### config.mk
export PLATFORM = sky130hd
export DESIGN_NAME = priority_retry_request_queue_flat
export DESIGN_NICKNAME = d
export VERILOG_FILES = /design/src/hdl/prq_pkg.sv /design/src/hdl/prq_if.sv /design/src/hdl/prq_front.sv /design/src/hdl/prq_back.sv /design/src/hdl/priority_retry_request_queue.sv /design/src/flat_wrapper.sv
export SDC_FILE = /design/constraint.sdc
export NUM_CORES = 2
export LEC_CHECK = 0
export ABC_AREA = 0
export BUFFER_PORTS_ARGS = -buffer_cell sky130_fd_sc_hd__buf_2
export CAP_MARGIN = 20
export CORE_MARGIN = 2
export CORE_UTILIZATION = 55
export DETAILED_ROUTE_END_ITERATION = 8
export GPL_TIMING_DRIVEN = 0
export PLACE_DENSITY = 0.76
export SLEW_MARGIN = 40
export SYNTH_ARGS = -nofsm -noshare
export SYNTH_HDL_FRONTEND = slang
export SYNTH_HIERARCHICAL = 1
export SYNTH_SLANG_ARGS = --single-unit
### constraint.sdc
create_clock -name clk -period 5.25 [get_ports clk]
set_input_delay 0.2625 -clock clk [delete_from_list [all_inputs] [get_ports clk]]
set_output_delay 0.2625 -clock clk [all_outputs]
set_load 0.02 [all_outputs]
### src/hdl/prq_pkg.sv
// shared types, constants and command/kind/status codes for the
// priority retry request queue; no dependencies
package prq_pkg;

  localparam int PRIORITY_LEVELS = 4;
  localparam int REQUEST_DEPTH   = 4;
  localparam int RESULT_DEPTH    = 8;

  localparam logic [7:0] RETRY_REFUSED = 8'd255;

  localparam logic [2:0] CMD_SUBMIT  = 3'd0;
  localparam logic [2:0] CMD_PROCESS = 3'd1;
  localparam logic [2:0] CMD_OUTCOME = 3'd2;
  localparam logic [2:0] CMD_POP     = 3'd3;
  localparam logic [2:0] CMD_READ    = 3'd4;

  localparam logic [2:0] KIND_ACK      = 3'd0;
  localparam logic [2:0] KIND_DISPATCH = 3'd1;
  localparam logic [2:0] KIND_DONE     = 3'd2;
  localparam logic [2:0] KIND_POPPED   = 3'd3;
  localparam logic [2:0] KIND_COUNTERS = 3'd4;

  localparam logic [2:0] ST_OK        = 3'd0;
  localparam logic [2:0] ST_ARG_ERR   = 3'd1;
  localparam logic [2:0] ST_BUSY      = 3'd2;
  localparam logic [2:0] ST_NONE      = 3'd3;
  localparam logic [2:0] ST_UNEXPECT  = 3'd4;

  localparam logic [2:0] OST_OK    = 3'd0;
  localparam logic [2:0] OST_OTHER = 3'd4;

  typedef struct packed {
    logic [2:0]  cmd;
    logic [1:0]  priority_req;
    logic [15:0] caller_tag;
    logic [31:0] request_body;
    logic [7:0]  retry_limit;
    logic [2:0]  outcome_status;
    logic [31:0] response_word;
  } in_item_t;

  typedef struct packed {
    logic [2:0]  kind;
    logic [2:0]  status;
    logic [15:0] out_request_id;
    logic [31:0] out_request_body;
    logic [8:0]  attempt_number;
    logic [2:0]  final_status;
    logic [31:0] out_response_word;
    logic [31:0] success_total;
    logic [31:0] error_total;
  } out_item_t;

  // classified command passed from front to back
  typedef struct packed {
    in_item_t   item;
    logic       prio_bad;
    logic       retry_bad;
  } work_t;

endpackage

### src/hdl/prq_if.sv
// valid/ready channel interface carrying one item type
// depends on prq_pkg for payload types
interface prq_in_if;
  logic              valid;
  logic              ready;
  prq_pkg::in_item_t data;
  modport source (output valid, output data, input ready);
  modport sink   (input valid, input data, output ready);
endinterface

interface prq_out_if;
  logic               valid;
  logic               ready;
  prq_pkg::out_item_t data;
  modport source (output valid, output data, input ready);
  modport sink   (input valid, input data, output ready);
endinterface

### src/hdl/prq_front.sv
// front: accepts commands, checks arguments, two-entry queue to the back
// depends on prq_pkg
module prq_front #(
  parameter int PRIORITY_LEVELS = prq_pkg::PRIORITY_LEVELS
) (
  input  logic                clk,
  input  logic                rst_n,
  input  logic                in_valid,
  output logic                in_ready,
  input  prq_pkg::in_item_t   in_data,
  output logic                q_valid,
  input  logic                q_ready,
  output prq_pkg::work_t      q_data
);

  prq_pkg::work_t q_mem_r [2];
  logic [1:0] cnt_r, cnt_nxt;
  logic       wp_r, rp_r;
  logic       push, pop;
  prq_pkg::work_t w;

  always_comb begin
    w.item      = in_data;
    w.retry_bad = (in_data.retry_limit == prq_pkg::RETRY_REFUSED);
    w.prio_bad  = ({30'd0, in_data.priority_req} >= 32'(PRIORITY_LEVELS));
  end

  assign in_ready = (cnt_r != 2'd2);
  assign push     = in_valid && in_ready;
  assign q_valid  = (cnt_r != 2'd0);
  assign pop      = q_valid && q_ready;
  assign q_data   = q_mem_r[rp_r];

  always_comb begin
    cnt_nxt = cnt_r + {1'b0, push} - {1'b0, pop};
  end

  always_ff @(posedge clk) begin
    if (push) begin
      q_mem_r[wp_r] <= w;
    end
    if (!rst_n) begin
      cnt_r <= '0;
      wp_r  <= 1'b0;
      rp_r  <= 1'b0;
    end else begin
      cnt_r <= cnt_nxt;
      if (push) wp_r <= ~wp_r;
      if (pop) rp_r <= ~rp_r;
    end
  end

  assert property (@(posedge clk) disable iff (!rst_n) cnt_r <= 2'd2)
    else $error("front queue overflow");
  assert property (@(posedge clk) disable iff (!rst_n) (cnt_r == 2'd2) |-> !in_ready)
    else $error("front accepts when full");
  assert property (@(posedge clk) disable iff (!rst_n)
    (cnt_r == 2'd0 && !push) |=> !q_valid)
    else $error("queue valid without entry");

endmodule

### src/hdl/prq_back.sv
// back: request fifos, result fifo, retry engine and output register
// depends on prq_pkg
module prq_back #(
  parameter int PRIORITY_LEVELS = prq_pkg::PRIORITY_LEVELS,
  parameter int REQUEST_DEPTH   = prq_pkg::REQUEST_DEPTH,
  parameter int RESULT_DEPTH    = prq_pkg::RESULT_DEPTH
) (
  input  logic                clk,
  input  logic                rst_n,
  input  logic                q_valid,
  output logic                q_ready,
  input  prq_pkg::work_t      q_data,
  output logic                out_valid,
  input  logic                out_ready,
  output prq_pkg::out_item_t  out_data
);

  localparam int LW  = (PRIORITY_LEVELS > 1) ? $clog2(PRIORITY_LEVELS) : 1;
  localparam int QW  = (REQUEST_DEPTH > 1) ? $clog2(REQUEST_DEPTH) : 1;
  localparam int RW  = (RESULT_DEPTH > 1) ? $clog2(RESULT_DEPTH) : 1;
  localparam int QFW = $clog2(REQUEST_DEPTH + 1);
  localparam int RFW = $clog2(RESULT_DEPTH + 1);
  localparam int SW  = LW + QW;

  localparam logic [1:0] S_IDLE = 2'd0;
  localparam logic [1:0] S_READ = 2'd1;
  localparam logic [1:0] S_POP  = 2'd2;

  typedef struct packed {
    logic [15:0] id;
    logic [31:0] body;
    logic [7:0]  retries;
  } req_t;

  typedef struct packed {
    logic [15:0] id;
    logic [8:0]  attempts;
    logic [2:0]  status;
    logic [31:0] response;
  } res_t;

  req_t req_mem [2**SW];
  res_t res_mem [RESULT_DEPTH];
  req_t req_rd_r;
  res_t res_rd_r;

  logic [QFW-1:0] fill_r [PRIORITY_LEVELS];
  logic [QW-1:0]  head_r [PRIORITY_LEVELS];
  logic [RFW-1:0] rfill_r;
  logic [RW-1:0]  rhead_r;
  logic           busy_r;
  req_t           fl_r;
  logic [8:0]     att_r;
  logic [31:0]    succ_r, err_r;
  logic [1:0]     state_r;
  logic           ovalid_r;
  prq_pkg::out_item_t odata_r;

  prq_pkg::in_item_t it;
  logic           any;
  logic [LW-1:0]  top;
  logic [2:0]     ost;
  logic           retry;
  logic           take;
  logic [LW-1:0]  lvl;
  logic [QW-1:0]  wslot;
  logic [RW-1:0]  rslot;
  logic           res_full;

  assign it = q_data.item;
  assign lvl = LW'(it.priority_req);
  assign out_valid = ovalid_r;
  assign out_data  = odata_r;
  assign res_full  = (rfill_r >= RFW'(RESULT_DEPTH));
  assign take = q_valid && (state_r == S_IDLE) && (!ovalid_r || out_ready);
  assign q_ready = take;

  always_comb begin
    any = 1'b0;
    top = '0;
    for (int l = 0; l < PRIORITY_LEVELS; l++) begin
      if (fill_r[l] != '0) begin
        any = 1'b1;
        top = LW'(l);
      end
    end
  end

  always_comb begin
    logic [QW:0] s;
    logic [RW:0] r;
    s = {1'b0, head_r[lvl]} + {1'b0, fill_r[lvl][QW-1:0]};
    if (s >= (QW+1)'(REQUEST_DEPTH)) s = s - (QW+1)'(REQUEST_DEPTH);
    wslot = s[QW-1:0];
    r = {1'b0, rhead_r} + {1'b0, rfill_r[RW-1:0]};
    if (r >= (RW+1)'(RESULT_DEPTH)) r = r - (RW+1)'(RESULT_DEPTH);
    rslot = r[RW-1:0];
  end

  assign ost = (it.outcome_status > prq_pkg::OST_OTHER) ? prq_pkg::OST_OTHER
                                                        : it.outcome_status;
  assign retry = (ost != prq_pkg::OST_OK) && (ost != prq_pkg::OST_OTHER) &&
                 (att_r <= {1'b0, fl_r.retries});

  function automatic logic [QW-1:0] inc_q(logic [QW-1:0] v);
    inc_q = (32'(v) == REQUEST_DEPTH - 1) ? '0 : v + QW'(1);
  endfunction

  function automatic logic [RW-1:0] inc_r(logic [RW-1:0] v);
    inc_r = (32'(v) == RESULT_DEPTH - 1) ? '0 : v + RW'(1);
  endfunction

  always_ff @(posedge clk) begin
    prq_pkg::out_item_t o;
    o = '0;
    if (take) begin
      case (it.cmd)
        prq_pkg::CMD_SUBMIT: begin
          if (!q_data.retry_bad && !q_data.prio_bad &&
              fill_r[lvl] < QFW'(REQUEST_DEPTH)) begin
            req_mem[SW'({lvl, wslot})] <= '{it.caller_tag, it.request_body, it.retry_limit};
          end
        end
        prq_pkg::CMD_PROCESS: begin
          req_rd_r <= req_mem[SW'({top, head_r[top]})];
        end
        prq_pkg::CMD_OUTCOME: begin
          if (busy_r && !retry && !res_full) begin
            res_mem[rslot] <= '{fl_r.id, att_r, ost, it.response_word};
          end
        end
        prq_pkg::CMD_POP: begin
          res_rd_r <= res_mem[rhead_r];
        end
        default: ;
      endcase
    end
    if (!rst_n) begin
      for (int l = 0; l < PRIORITY_LEVELS; l++) begin
        fill_r[l] <= '0;
        head_r[l] <= '0;
      end
      rfill_r  <= '0;
      rhead_r  <= '0;
      busy_r   <= 1'b0;
      att_r    <= '0;
      succ_r   <= '0;
      err_r    <= '0;
      state_r  <= S_IDLE;
      ovalid_r <= 1'b0;
      fl_r     <= '0;
    end else begin
      case (state_r)
        S_READ: begin
          fl_r   <= req_rd_r;
          busy_r <= 1'b1;
          att_r  <= 9'd1;
          o.kind = prq_pkg::KIND_DISPATCH;
          o.out_request_id   = req_rd_r.id;
          o.out_request_body = req_rd_r.body;
          o.attempt_number   = 9'd1;
          odata_r  <= o;
          ovalid_r <= 1'b1;
          state_r  <= S_IDLE;
        end
        S_POP: begin
          o.kind = prq_pkg::KIND_POPPED;
          o.out_request_id    = res_rd_r.id;
          o.attempt_number    = res_rd_r.attempts;
          o.final_status      = res_rd_r.status;
          o.out_response_word = res_rd_r.response;
          odata_r  <= o;
          ovalid_r <= 1'b1;
          state_r  <= S_IDLE;
        end
        default: begin
          if (!take) begin
            if (out_ready) ovalid_r <= 1'b0;
          end else begin
            case (it.cmd)
              prq_pkg::CMD_SUBMIT: begin
                o.kind = prq_pkg::KIND_ACK;
                o.out_request_id = it.caller_tag;
                if (q_data.retry_bad || q_data.prio_bad) begin
                  o.status = prq_pkg::ST_ARG_ERR;
                end else if (fill_r[lvl] >= QFW'(REQUEST_DEPTH)) begin
                  o.status = prq_pkg::ST_BUSY;
                end else begin
                  fill_r[lvl] <= fill_r[lvl] + QFW'(1);
                end
                odata_r <= o; ovalid_r <= 1'b1;
              end
              prq_pkg::CMD_PROCESS: begin
                if (busy_r || res_full) begin
                  o.status = prq_pkg::ST_BUSY;
                  odata_r <= o; ovalid_r <= 1'b1;
                end else if (!any) begin
                  o.status = prq_pkg::ST_NONE;
                  odata_r <= o; ovalid_r <= 1'b1;
                end else begin
                  head_r[top] <= inc_q(head_r[top]);
                  fill_r[top] <= fill_r[top] - QFW'(1);
                  ovalid_r <= 1'b0;
                  state_r <= S_READ;
                end
              end
              prq_pkg::CMD_OUTCOME: begin
                if (!busy_r) begin
                  o.status = prq_pkg::ST_UNEXPECT;
                end else if (retry) begin
                  att_r <= att_r + 9'd1;
                  o.kind = prq_pkg::KIND_DISPATCH;
                  o.out_request_id   = fl_r.id;
                  o.out_request_body = fl_r.body;
                  o.attempt_number   = att_r + 9'd1;
                end else begin
                  if (ost == prq_pkg::OST_OK) succ_r <= succ_r + 32'd1;
                  else err_r <= err_r + 32'd1;
                  if (!res_full) rfill_r <= rfill_r + RFW'(1);
                  busy_r <= 1'b0;
                  o.kind = prq_pkg::KIND_DONE;
                  o.out_request_id    = fl_r.id;
                  o.attempt_number    = att_r;
                  o.final_status      = ost;
                  o.out_response_word = it.response_word;
                end
                odata_r <= o; ovalid_r <= 1'b1;
              end
              prq_pkg::CMD_POP: begin
                if (rfill_r == '0) begin
                  o.status = prq_pkg::ST_NONE;
                  odata_r <= o; ovalid_r <= 1'b1;
                end else begin
                  rhead_r <= inc_r(rhead_r);
                  rfill_r <= rfill_r - RFW'(1);
                  ovalid_r <= 1'b0;
                  state_r <= S_POP;
                end
              end
              prq_pkg::CMD_READ: begin
                o.kind = prq_pkg::KIND_COUNTERS;
                o.success_total = succ_r;
                o.error_total   = err_r;
                odata_r <= o; ovalid_r <= 1'b1;
              end
              default: begin
                o.status = prq_pkg::ST_ARG_ERR;
                odata_r <= o; ovalid_r <= 1'b1;
              end
            endcase
          end
        end
      endcase
    end
  end

  assert property (@(posedge clk) disable iff (!rst_n) rfill_r <= RFW'(RESULT_DEPTH))
    else $error("result fifo overfilled");
  assert property (@(posedge clk) disable iff (!rst_n) (state_r == S_READ) |=> busy_r)
    else $error("dispatch without busy");
  assert property (@(posedge clk) disable iff (!rst_n) (state_r != S_IDLE) |-> !q_ready)
    else $error("command taken mid-access");
  assert property (@(posedge clk) disable iff (!rst_n) (state_r != S_IDLE) |=> ovalid_r)
    else $error("access finished without result");

endmodule

### src/hdl/priority_retry_request_queue.sv
// Strict-priority bus request queue with retry. Each command gives exactly one
// result. Process (when it dispatches) and pop pass through an extra access
// state, since the request or result memory read is registered before the
// result is formed. A two-entry command queue in front lets new commands
// arrive while a result waits to be taken. No clearing pass.
// depends on prq_pkg, prq_if, prq_front, prq_back
module priority_retry_request_queue #(
  parameter int PRIORITY_LEVELS = prq_pkg::PRIORITY_LEVELS,
  parameter int REQUEST_DEPTH   = prq_pkg::REQUEST_DEPTH,
  parameter int RESULT_DEPTH    = prq_pkg::RESULT_DEPTH
) (
  input  logic clk,
  input  logic rst_n,
  prq_in_if.sink    in_ch,
  prq_out_if.source out_ch
);

  logic           q_valid, q_ready;
  prq_pkg::work_t q_data;

  prq_front #(.PRIORITY_LEVELS(PRIORITY_LEVELS)) u_front (
    .clk, .rst_n,
    .in_valid(in_ch.valid), .in_ready(in_ch.ready), .in_data(in_ch.data),
    .q_valid, .q_ready, .q_data
  );

  prq_back #(
    .PRIORITY_LEVELS(PRIORITY_LEVELS),
    .REQUEST_DEPTH(REQUEST_DEPTH),
    .RESULT_DEPTH(RESULT_DEPTH)
  ) u_back (
    .clk, .rst_n,
    .q_valid, .q_ready, .q_data,
    .out_valid(out_ch.valid), .out_ready(out_ch.ready), .out_data(out_ch.data)
  );

endmodule

### src/flat_wrapper.sv
// flat-port wrapper written by rule: the top's interface ports become plain ports
module priority_retry_request_queue_flat 
#(
  parameter int PRIORITY_LEVELS = prq_pkg::PRIORITY_LEVELS,
  parameter int REQUEST_DEPTH   = prq_pkg::REQUEST_DEPTH,
  parameter int RESULT_DEPTH    = prq_pkg::RESULT_DEPTH
)
  (clk, rst_n, in_ch_valid, in_ch_data, in_ch_ready, out_ch_valid, out_ch_data, out_ch_ready);
  prq_in_if in_ch_i ();
  prq_out_if out_ch_i ();
  input  logic clk;
  input  logic rst_n;
  input wire logic [$bits(in_ch_i.valid)-1:0] in_ch_valid;
  input wire logic [$bits(in_ch_i.data)-1:0] in_ch_data;
  output wire logic [$bits(in_ch_i.ready)-1:0] in_ch_ready;
  output wire logic [$bits(out_ch_i.valid)-1:0] out_ch_valid;
  output wire logic [$bits(out_ch_i.data)-1:0] out_ch_data;
  input wire logic [$bits(out_ch_i.ready)-1:0] out_ch_ready;
  assign in_ch_i.valid = in_ch_valid;
  assign in_ch_i.data = in_ch_data;
  assign in_ch_ready = in_ch_i.ready;
  assign out_ch_valid = out_ch_i.valid;
  assign out_ch_data = out_ch_i.data;
  assign out_ch_i.ready = out_ch_ready;
  priority_retry_request_queue #(.PRIORITY_LEVELS(PRIORITY_LEVELS), .REQUEST_DEPTH(REQUEST_DEPTH), .RESULT_DEPTH(RESULT_DEPTH)) u_core (.clk(clk), .rst_n(rst_n), .in_ch(in_ch_i), .out_ch(out_ch_i));
endmodule
# After elaboration in Yosys (flattened, before gate mapping)
# Memory sizes are Yosys's and may differ from the RTL's. A register that Yosys moved wholly into a read port is not among the register bits.
# Index checks and enable logic that the tools add are counted.
dict set report word_totals {
  reg_bits 306
  ramBits 1590
  in_bits 100
  out_inout_bits 164
  elab_cells 215
  memories 5
}
dict set report classes {
  n_addsub 15
  n_lt_le_gt_ge 7
  eq_ne 19
  n_mux 88
  bitwise_logic 8
  n_reduce_logical 50
}
# name depth word_bits rd rd_ports_with_merged_regs wr line
set memory_table {}
lappend memory_table {u_core.u_back.req_mem 16 56 1 1 1 prq_back.sv:42} ;# req_t req_mem [2**SW];
lappend memory_table {u_core.u_back.res_mem 8 60 1 1 1 prq_back.sv:43} ;# res_t res_mem [RESULT_DEPTH];
lappend memory_table {u_core.u_front.q_mem_r 2 97 1 1 1 prq_front.sv:16} ;# prq_pkg::work_t q_mem_r [2];
lappend memory_table {u_core.u_back.fill_r 4 3 6 0 4 prq_back.sv:47} ;# logic [QFW-1:0] fill_r [PRIORITY_LEVELS];
lappend memory_table {u_core.u_back.head_r 4 2 2 0 4 prq_back.sv:48} ;# logic [QW-1:0] head_r [PRIORITY_LEVELS];
# op count
set ops {}
lappend ops {{$pmux W162 S5} 1}
lappend ops {{$mux W162} 4}
lappend ops {{$pmux W162 S2} 1}
lappend ops {{$mux W92} 1}
lappend ops {{$add A32 B1 Y32 const B} 2}
lappend ops {{$mux W1} 45}
lappend ops {{$mux W9} 4}
lappend ops {{$mux W35} 1}
lappend ops {{$mux W32} 1}
lappend ops {{$mux W2} 15}
lappend ops {{$reduce_bool A3 Y1} 7}
lappend ops {{$mux W3} 6}
lappend ops {{$pmux W9 S2} 1}
lappend ops {{$mux W4} 4}
lappend ops {{$ne A2 B2 Y1 const B} 7}
lappend ops {{$reduce_and A4 Y1} 3}
lappend ops {{$reduce_and A6 Y1} 2}
lappend ops {{$reduce_bool A2 Y1} 6}
lappend ops {{$logic_and A1 B1 Y1} 10}
lappend ops {{$add A9 B1 Y9 const B} 1}
lappend ops {{$le A9 B8 Y1} 1}
lappend ops {{$reduce_or A3 Y1} 3}
lappend ops {{$eq A8 B8 Y1 const B} 1}
lappend ops {{$ge A4 B4 Y1 const B} 2}
lappend ops {{other kinds (37)} 58}

# Longest topological paths before layout
# An unclocked memory read counts as a cell.
dict set report depth {
  word_depth 15
  ltp_mapped 13
}

# Hierarchy
# The synthesis kept the hierarchy.
# module n_inst cells_each area_each_um2 seq_area_each_um2
set modules_own_cells {}
lappend modules_own_cells {prq_back 1 3905 69744.4 53070.9}
lappend modules_own_cells {prq_front 1 331 7378.3 5925.7}

# Least setup slack after synthesis
# No wires, ideal clock.
dict set report synth_timing {
  path_kind {register -> register}
  from {reg with a tool-made name}
  to {mem u_core/u_back/req_mem[2][0] in the netlist's numbering (enable)}
  setup_time_ns 0.476
  arrival_ns 5.172
  required_ns 4.774
  path_slack_ns -0.399
  stages_incl_launch_ff 12
  path_buffers 4
  path_cell_list {dfxtp_1 buf_6 buf_6 buf_6 mux2_4 clkbuf_1 mux4_2 ha_1 xor2_1 xnor2_1 or2_2 nor2b_1}
}
# item line
set synth_lines {}
lappend synth_lines {{to (decl)} prq_back.sv:42}

==> flow_metrics.tcl <==
set metrics [dict create \
    status "completed" \
    grt_pass1_wl_mm 280 \
    path_class "reg2reg" \
    total_leakage_power_nw 30.3 \
    cell_area_after_placement_mm2 0.0836 \
    cts.reportedPaths.clkPinSlew_ns 0.06 \
    clk_latency_ns 0.85 \
    die_width_um 378 \
    cpLargestDelayFamily "buffers and inverters" \
    critical_path.cell_chain "buf_6 > buf_6 > buf_6 > mux2_4 > clkbuf_1 > mux4_2 > ha_1 > xor2_1 > xnor2_1 > nand2b_1 > nor2_4 > buf_8 > buf_16 > buf_16" \
    critical_path.max_stage_delay_ns 0.59 \
    cts_num_sinks 2013 \
    wire_per_inst_um 28.0 \
    rsz0062_at_grt "false" \
    final_layout_size_suffix_gt1_frac 0.218 \
    critical-path-slowest-cell "sky130_fd_sc_hd__mux4_2" \
    vias_per_cell 6.24 \
    power.density_mw_per_mm2 432 \
    die_height_um 378 \
    worst_ir_drop_vdd_mv 0.496 \
    drcViolationCount 0 \
    postSynthRegisterBits 2013 \
    grt_max_degree 38 \
    ys_async_sr_fraction 0 \
    clock.fmax_ghz 0.198 \
    finalNonFillerCells 6960 \
    pin_count 264 \
    synth.avg_cell_area_um2 18.2 \
    worstPathArrival_ns 5.55 \
    placed_cells 6493 \
    drtIter0Drc 5767 \
    mostFrequentLayoutCells "sky130_fd_sc_hd__edfxtp_1 (1868), sky130_fd_sc_hd__mux2i_1 (503), sky130_fd_sc_hd__buf_2 (318)" \
    number_of_enable_type_register_cells_in_the_synthesized_netlist 1868 \
    grt.overflow.total 0 \
    initial_antenna_violation_count 6 \
    cts_inserted_buffers 191 \
    worst_slew_pin_slew_ns 0.907 \
    post-route-util 0.653 \
    postSynthCellCount 4236 \
    postCtsResizedCells 0 \
    synth_cell_types 74 \
    worstSetupStartpointType "register" \
    drv_slew 0 \
    clock_tree_from_tritoncts "built" \
    routed_wirelength_mm 195 \
    hold_viol 0 \
    yosysWarnings 6 \
    synth.yosys.seq_area_share 0.765 \
    final_net_count 5039 \
    cp_max_fo 13 \
    rows 137 \
    cp.buffers_inverters 7 \
    cts_htree_levels 4 \
    postSynthNetCount 4362 \
    most_common_cell_after_layout_fill_and_taps_aside "sky130_fd_sc_hd__edfxtp_1" \
    clock_skew_ns 0.0713 \
    fin_crit_sh 0.962 \
    max_cap_viol_count 0 \
    setup.reg_to_reg.worst_slack_ns 0.20 \
    vias 43447 \
    core_region_area_mm2 0.139 \
    holdWs_ns 0.141 \
    clock-root-buffer "sky130_fd_sc_hd__clkbuf_16" \
    final_antenna_net_count 0 \
    setup-violations-final 0 \
    finish.instance_area_mm2 0.0911 \
    synthFlopType "sky130_fd_sc_hd__edfxtp_1" \
    worstHoldPathType "in2reg" \
    end_kind "register" \
    n_fill_cell 8987 \
    routabilityCongestion 0.877 \
    post_syn_area_mm2 0.0771 \
    detailed_place_hpwl_mm 128 \
    buffer_ports.inserted 263 \
    data_required_time_of_the_critical_path_ns 5.75 \
    crit_path_frequent_cell "sky130_fd_sc_hd__buf_6" \
    min_period_ns 5.05 \
    area_growth_syn_to_layout_pct 18.1 \
    timing.slew.headroom 0.395 \
    floorplan.initialDensity 0.553 \
    cts_buffer_depth 3 \
    overall_die_area_mm2 0.143 \
    setup-tns-final_ns 0 \
    groute.usage.overall 0.270 \
    drt_pass1_iterations 6 \
    via_count_of_the_first_global_routing_pass 42928 \
    hold_path_startpoint "in_ch_data[13]" \
]
[final timing paths]
path	to	cells after the start
worst min register to register	u_core/u_back/succ_r[31]$_SDFFE_PN0P_	2
worst min-delay path	u_core/u_front/q_mem_r[0][14]$_DFFE_PP_	2
worst max-delay path	u_core/u_back/req_mem[4][7]$_DFFE_PP_	14
worst max register to register	u_core/u_back/req_mem[4][7]$_DFFE_PP_	14
[flip-flops by register name, summed over array words and instances, names as in the netlist, named ones only]
register and cells:
u_core/u_back/att_r 9, u_core/u_back/busy_r 1, u_core/u_back/err_r 32, u_core/u_back/fill_r 12, u_core/u_back/fl_r 56, u_core/u_back/head_r 8
u_core/u_back/out_data 162, u_core/u_back/out_valid 1, u_core/u_back/req_mem 896, u_core/u_back/req_rd_r 56, u_core/u_back/res_mem 480, u_core/u_back/res_rd_r 60
u_core/u_back/rfill_r 4, u_core/u_back/rhead_r 3, u_core/u_back/state_r 2, u_core/u_back/succ_r 32, u_core/u_front/cnt_r 2, u_core/u_front/q_mem_r 194
u_core/u_front/rp_r 1, u_core/u_front/wp_r 1
[cell type report]
type,count,area [um^2],share of cell area
clock inverters,111,1260,0.0139
repair buffers,485,4930,0.0541
clock buffers,250,5100,0.0560
multi-input cells,1955,17200,0.189
plain buffers,222,1060,0.0116
flip-flops and latches,2013,59000,0.648
diodes,3,7.51,0.0000824
well taps,1876,2350,0.0258
inverters,45,169,0.00186
[cell usage after synthesis, types with 64 or more instances]
cell,count,area share
sky130_fd_sc_hd__edfxtp_1,1868,0.73
sky130_fd_sc_hd__mux2i_1,503,0.065
sky130_fd_sc_hd__o22ai_1,230,0.019
sky130_fd_sc_hd__dfxtp_1,145,0.038
sky130_fd_sc_hd__nor2_1,142,0.0069
sky130_fd_sc_hd__mux2_2,127,0.019
sky130_fd_sc_hd__nand2_1,127,0.0062
sky130_fd_sc_hd__clkbuf_1,126,0.0061
sky130_fd_sc_hd__mux4_2,125,0.037
sky130_fd_sc_hd__and2_1,75,0.0061
sky130_fd_sc_hd__a21oi_1,67,0.0043
sky130_fd_sc_hd__a22o_1,66,0.0075
sky130_fd_sc_hd__or4_1,64,0.0062
[metal layers]
metal / up-vias / track usage / wire, um
li1: 18324 / - / -
met1: 22222 / 0.357 / 74100
met2: 2486 / 0.448 / 95700
met3: 413 / 0.0477 / 17800
met4: 2 / 0.106 / 7470
met5: - / 0 / 12
[power by group]
part           internal (mW)  switching, mW
Sequential              19.4          0.284
Combinational           1.80           4.08
Clock                   7.86           5.97
[kinds of logic after synthesis]
group / Yosys count / share of synthesized area
flops: 2013 / 0.765
mux: 785 / 0.126
simple gates: 604 / 0.0415
compound gates: 500 / 0.0431
buf+inv: 268 / 0.0153
xor+xnor: 39 / 0.00443
fa+ha+maj: 26 / 0.00441
other cells: 1 / 0.0000486
[through the flow]
step | power [mW] | setup slack (ns)
floorplan | 23.4 | -0.261
global placement | 25.4 | -3.85
detailed placement | 25.7 | 0.0332
CTS | 39.5 | 0.0338
global route | 40.5 | 0.0911
finish | 39.4 | 0.201
[timing repair]
action / CTS / global route
endpoints found under the hold margin: 210 / 0
hold buffers: 100 / 0
buffers inserted: 0 / 3
endpoints found under the setup margin: 0 / 51
No activity file was read; power rests on OpenSTA's default activity.
